--- config.mk ---
export PLATFORM = sky130hd
export DESIGN_NAME = bbr_win_cell
export DESIGN_NICKNAME = d
export VERILOG_FILES = /design/src/rtl/bbr_pkg.sv /design/src/rtl/bbr_win_cell.sv
export SDC_FILE = /design/constraint.sdc
export NUM_CORES = 1
export LEC_CHECK = 0
export BUFFER_PORTS_ARGS = -buffer_cell sky130_fd_sc_hd__buf_2
export CAP_MARGIN = 20
export CORE_MARGIN = 3
export CORE_UTILIZATION = 43
export CTS_BUF_LIST = sky130_fd_sc_hd__clkbuf_4
export CTS_CLUSTER_DIAMETER = 100
export DETAILED_ROUTE_END_ITERATION = 10
export HOLD_SLACK_MARGIN = 0.1
export PLACE_DENSITY = 0.81
export RECOVER_POWER = 100
export SLEW_MARGIN = 40
export SYNTH_ARGS = -nofsm -noshare
export SYNTH_HDL_FRONTEND = slang
export SYNTH_SLANG_ARGS = --single-unit
--- constraint.sdc ---
create_clock -name i_clk -period 2.6 [get_ports i_clk]
set_input_delay 0.39 -clock i_clk [delete_from_list [all_inputs] [get_ports i_clk]]
set_output_delay 0.39 -clock i_clk [all_outputs]
set_load 0.005 [all_outputs]
--- src/rtl/bbr_pkg.sv ---
// ----------------------------------------------------------------------------
// bbr_pkg: shared types and constants of the 3x3 RGB box blur
// Sizes, pixel and window column types, sequencer states, register indexes
// and the reciprocal table used for the rounded mean.
// ----------------------------------------------------------------------------
`timescale 1ns / 1ps

package bbr_pkg;

    localparam int MAX_WIDTH  = 1024;
    localparam int MAX_HEIGHT = 4096;

    localparam int COL_W    = $clog2(MAX_WIDTH);    // column counter
    localparam int ROW_W    = $clog2(MAX_HEIGHT);   // row counter
    localparam int WCFG_W   = 11;                   // frame_width register
    localparam int HCFG_W   = 13;                   // frame_height register
    localparam int CFG_D_W  = 13;                   // widest register
    localparam int CFG_I_W  = 1;

    localparam logic [WCFG_W-1:0] WIDTH_RST  = WCFG_W'(1024);
    localparam logic [HCFG_W-1:0] HEIGHT_RST = HCFG_W'(768);

    localparam int CH_W     = 8;
    localparam int NCH      = 3;                    // [2] red, [1] green, [0] blue
    localparam int WIN      = 3;                    // window is WIN x WIN
    localparam int BANKS    = 4;                    // line store rows, by row mod 4
    localparam int BANK_W   = $clog2(BANKS);
    localparam int K_W      = $clog2(WIN);
    localparam int CCNT_W   = 2;                    // valid pixels in one column
    localparam int CNT_W    = 4;                    // valid pixels in the window
    localparam int COLSUM_W = CH_W + 2;
    localparam int TOT_W    = CH_W + 4;
    localparam int X_W      = TOT_W + 1;            // 2*sum + n
    localparam int RECIP_W  = 16;
    localparam int QSHIFT   = 16;
    localparam int PROD_W   = X_W + RECIP_W;

    typedef logic [NCH-1:0][CH_W-1:0] t_pix;

    typedef struct packed {
        t_pix [WIN-1:0]    pix;
        logic [CCNT_W-1:0] cnt;
    } t_col;

    typedef struct packed {
        logic [NCH-1:0][COLSUM_W-1:0] sum;
        logic [CCNT_W-1:0]            cnt;
    } t_colsum;

    typedef enum logic [2:0] {
        ST_IDLE,
        ST_READ,
        ST_FLUSH,
        ST_SUM,
        ST_MUL
    } t_state;

    typedef enum logic [CFG_I_W-1:0] {
        CFG_WIDTH  = 1'b0,
        CFG_HEIGHT = 1'b1
    } t_cfg_idx;

    typedef enum logic {
        OP_PUSH  = 1'b0,
        OP_DRAIN = 1'b1
    } t_op;

    // ceil(2^16 / 2n); exact floor for every 2*sum+n of a 3x3 window
    function automatic logic [RECIP_W-1:0] recip(input logic [CNT_W-1:0] n);
        logic [RECIP_W-1:0] m;
        case (n)
            CNT_W'(1): m = RECIP_W'(32768);
            CNT_W'(2): m = RECIP_W'(16384);
            CNT_W'(3): m = RECIP_W'(10923);
            CNT_W'(4): m = RECIP_W'(8192);
            CNT_W'(6): m = RECIP_W'(5462);
            CNT_W'(9): m = RECIP_W'(3641);
            default:   m = '0;
        endcase
        return m;
    endfunction

endpackage

--- src/rtl/bbr_win_cell.sv ---
// ----------------------------------------------------------------------------
// bbr_win_cell: one column of the 3x3 window
// Holds three masked pixels and their valid count, hands them to the next
// cell on shift, and offers the column sum of each channel.
// ----------------------------------------------------------------------------
`timescale 1ns / 1ps

module bbr_win_cell (
    input  logic              i_clk,
    input  logic              i_shift,
    input  bbr_pkg::t_col     i_col,
    output bbr_pkg::t_col     o_col,
    output bbr_pkg::t_colsum  o_sum
);

    bbr_pkg::t_col r_col;

    always_ff @(posedge i_clk) begin
        if (i_shift) begin
            r_col <= i_col;
        end
    end

    always_comb begin
        for (int ch = 0; ch < bbr_pkg::NCH; ch++) begin
            o_sum.sum[ch] = bbr_pkg::COLSUM_W'(r_col.pix[0][ch])
                          + bbr_pkg::COLSUM_W'(r_col.pix[1][ch])
                          + bbr_pkg::COLSUM_W'(r_col.pix[2][ch]);
        end
        o_sum.cnt = r_col.cnt;
    end

    assign o_col = r_col;

endmodule

==> metrics.md <==
| Metric | Value |
|---|---|
| Area growth from synthesis to layout | 46.2% |
| Status | finished, violations left |
| Failing checks | max-capacitance violations, max-slew violations, negative setup slack |
| GRT Overall Usage | 18.3% |
| Gp weighted congestion | 0.826 |
| Slew at the pin closest to its max-slew limit | roughly 1.8 ns |
| Final Hold Viols | 0 |
| CP max FO | 3 |
| DR iter-0 viols | 73 |
| Io pins | around 180 |
| Peak Freq | 322 MHz |
| Wirelength per Cell | between 15 and 20 um |
| Largest area contributor in the netlist | edfxtp_1 |
| Vias | 2800 |
| Die height | ~99 um |
| Htree depth | 3 |
| # clock sinks | between 70 and 80 |
| Design area | approximately 5400 um2 |
| PortBufs | 181 |
| Commonest cells post-synth | edfxtp_1 (74), inv_1 (34), fa_1 (27), ha_1 (21), a21oi_1 (19) |
| Async set or reset register ratio after synthesis | 0% |
| Post-route clock period utilization | 120% |
| CTS max path bufs | 2 |
| Residual DRC | 0 |
| First-pass GRT wire length | between 10000 and 15000 um |
| Footprint of the multi-input gates | between 1500 and 2000 um2 |
| Root Driver | clkbuf_4 |
| Leak | around 2.3 nW |
| Slew Limit Fails | 75 |
| CP startpoint kind | flip-flop |
| Max FFs per register | between 70 and 80 |
| Final setup fails | 22 |
| Final critical-path required period | roughly 3.1 ns |
| First-pass DRT Iterations | 4 |
| Unique cell type count in the Yosys netlist | 24 |
| Starting Density | between 40% and 50% |
| Share of cells above drive strength 1 | just over 50% |
| Cell row count | 33 |
| Sequential-to-total area share from yosys stat | 60.2% |
| Count leader, synth | edfxtp_1 |
| RSZ-0062 raised after global routing | true |
| Final setup margin | -0.510 ns |
| Synth top area share | 60.2% |
| Post-route ant nets | 0 |
| #FFs+latches synth | between 70 and 80 |
| Synth warn | 0 |
| Worst hold slack | ~0.15 ns |
| Post-Syn Nets | approximately 370 |
| Fill cells | between 600 and 700 |
| Cts bufs inserted | 9 |
| Initial antenna violation count | 0 |
| Largest net degree at the start of global routing | between 70 and 80 |
| Core area | 8260 um2 |
| Hold crit path type | input port to flip-flop |
| Post-Place Cell Area | approximately 4800 um2 |
| Reg area | about 2200 um2 |
| Antenna cells | 0 |
| Routed WL | 9280 um |
| CTS tree | yes |
| Die span in x | approximately 99 um |
| Hpwl dp | 6840 um |
| Avg Cell Area, Syn | roughly 15 um2 |
| P per Cell Area | 763 nW/um2 |
| Post-place setup slack | -0.194 ns |
| Mapped Cells | between 200 and 250 |
| EDFF count, synth | 74 |
| Vias in the first global route | just under 3000 |
| Mapped cell area | between 3000 and 4000 um2 |
| Crit path capture type | output port |
| Worst rel slew slack | -19.7% |
| Critical Path RT | approximately 2.2 ns |
| Max-cap violations | 1 |
| Avg Vias per Cell | 4.89 |
| Die Area | 9720 um2 |
| CP Class | flip-flop to output port |
| Gr ovfl total | 0 |
| Final #Nets | 588 |
| Clk slew on worst S/H paths | 0.13 ns |
| Top_reg_cell synth | edfxtp_1 |
| Synth top area cells | edfxtp_1 (60%), fa_1 (15%), ha_1 (7.1%) |
| VDD IR max | approximately 0.43 mV |
| Critical path data arrival time | roughly 2.7 ns |
critical path: stages (launching register included):
cell and delay (ns):
edfxtp_1 0.43, fa_1 0.50, ha_1 0.23, fa_2 0.38, a21oi_4 0.16, o211ai_1 0.13, a21oi_1 0.21, xnor2_1 0.15
buf_2 0.14
final cells by class:
cell class              count  area share [%]
well taps                 105            2.44
clock inverters             6            1.97
inverters                  34            2.37
flip-flops and latches     74            41.2
repair buffers            214            21.1
multi-input cells         131            29.7
clock buffers               9            1.25
through the flow:
step / total power [mW] / setup TNS, ns / util [%] / std cells
floorplan: 2.26 / 0 / - / 241
global placement: 2.84 / -0.532 / 58.3 / 537
detailed placement: 2.88 / -0.881 / 58.3 / 537
CTS: 3.91 / -6.65 / 62.6 / 561
global route: 4.37 / -8.87 / 65.3 / 573
finish: 4.11 / -6.11 / 65.3 / 573
where the power goes:
group | internal [mW] | leakage [nW] | switching [mW]
sequential | 1.42 | 0.724 | 0.0650
clock | 0.478 | 0.0894 | 0.396
combinational | 0.913 | 1.49 | 0.839
total | 2.81 | 2.31 | 1.30
path summary, 6_finish.rpt:
kind | start | endpoint | slack [ns] | cells past startpoint
min | i_col[58] | o_col[58] | 0.15 | 1
max | o_col[59] | o_sum[19] | -0.51 | 8
layer usage:
| layer | vias to the layer above | global-route usage, % | wire length, um |
|---|---|---|---|
| met5 | - | 0 | 0 |
| met4 | 0 | 6.30 | 145 |
| met3 | 11 | 4.25 | 610 |
| met2 | 122 | 33.5 | 5120 |
| met1 | 1359 | 20.9 | 3410 |
| li1 | 1308 | - | - |
cell usage in the layout, fill, tap and decap left out, types with 5 or more instances in the layout:
| cell | Yosys | final |
|---|---|---|
| ha_1 | 21 | 7 |
| ha_2 | 0 | 5 |
| a21oi_1 | 19 | 8 |
| fa_1 | 27 | 20 |
| buf_2 | 0 | 145 |
| nand2_1 | 9 | 9 |
| fa_2 | 0 | 7 |
| edfxtp_1 | 74 | 74 |
| buf_6 | 0 | 6 |
| o211ai_1 | 7 | 7 |
| ha_4 | 0 | 9 |
| clkbuf_4 | 0 | 23 |
| buf_4 | 2 | 14 |
| clkbuf_1 | 0 | 34 |
| xnor2_1 | 12 | 11 |
| a21oi_2 | 0 | 7 |
| inv_1 | 34 | 30 |
cells by family after synthesis:
group,after synthesis,synth area share (%)
buf+inv,36,3.87
simple gates,27,3.77
flops,74,60.2
xor+xnor,16,3.80
compound gates,40,6.55
fa+ha+maj,48,21.8
what timing repair did:
action                                  4_1_cts  5_1_grt
buffers inserted                              9       12
gates resized for setup                      30       38
pin swaps                                    37       30
hold buffers                                  0        0
endpoints found under the setup margin       24       24
endpoints found under the hold margin         0        0
Power figures use the tool's default switching activity.
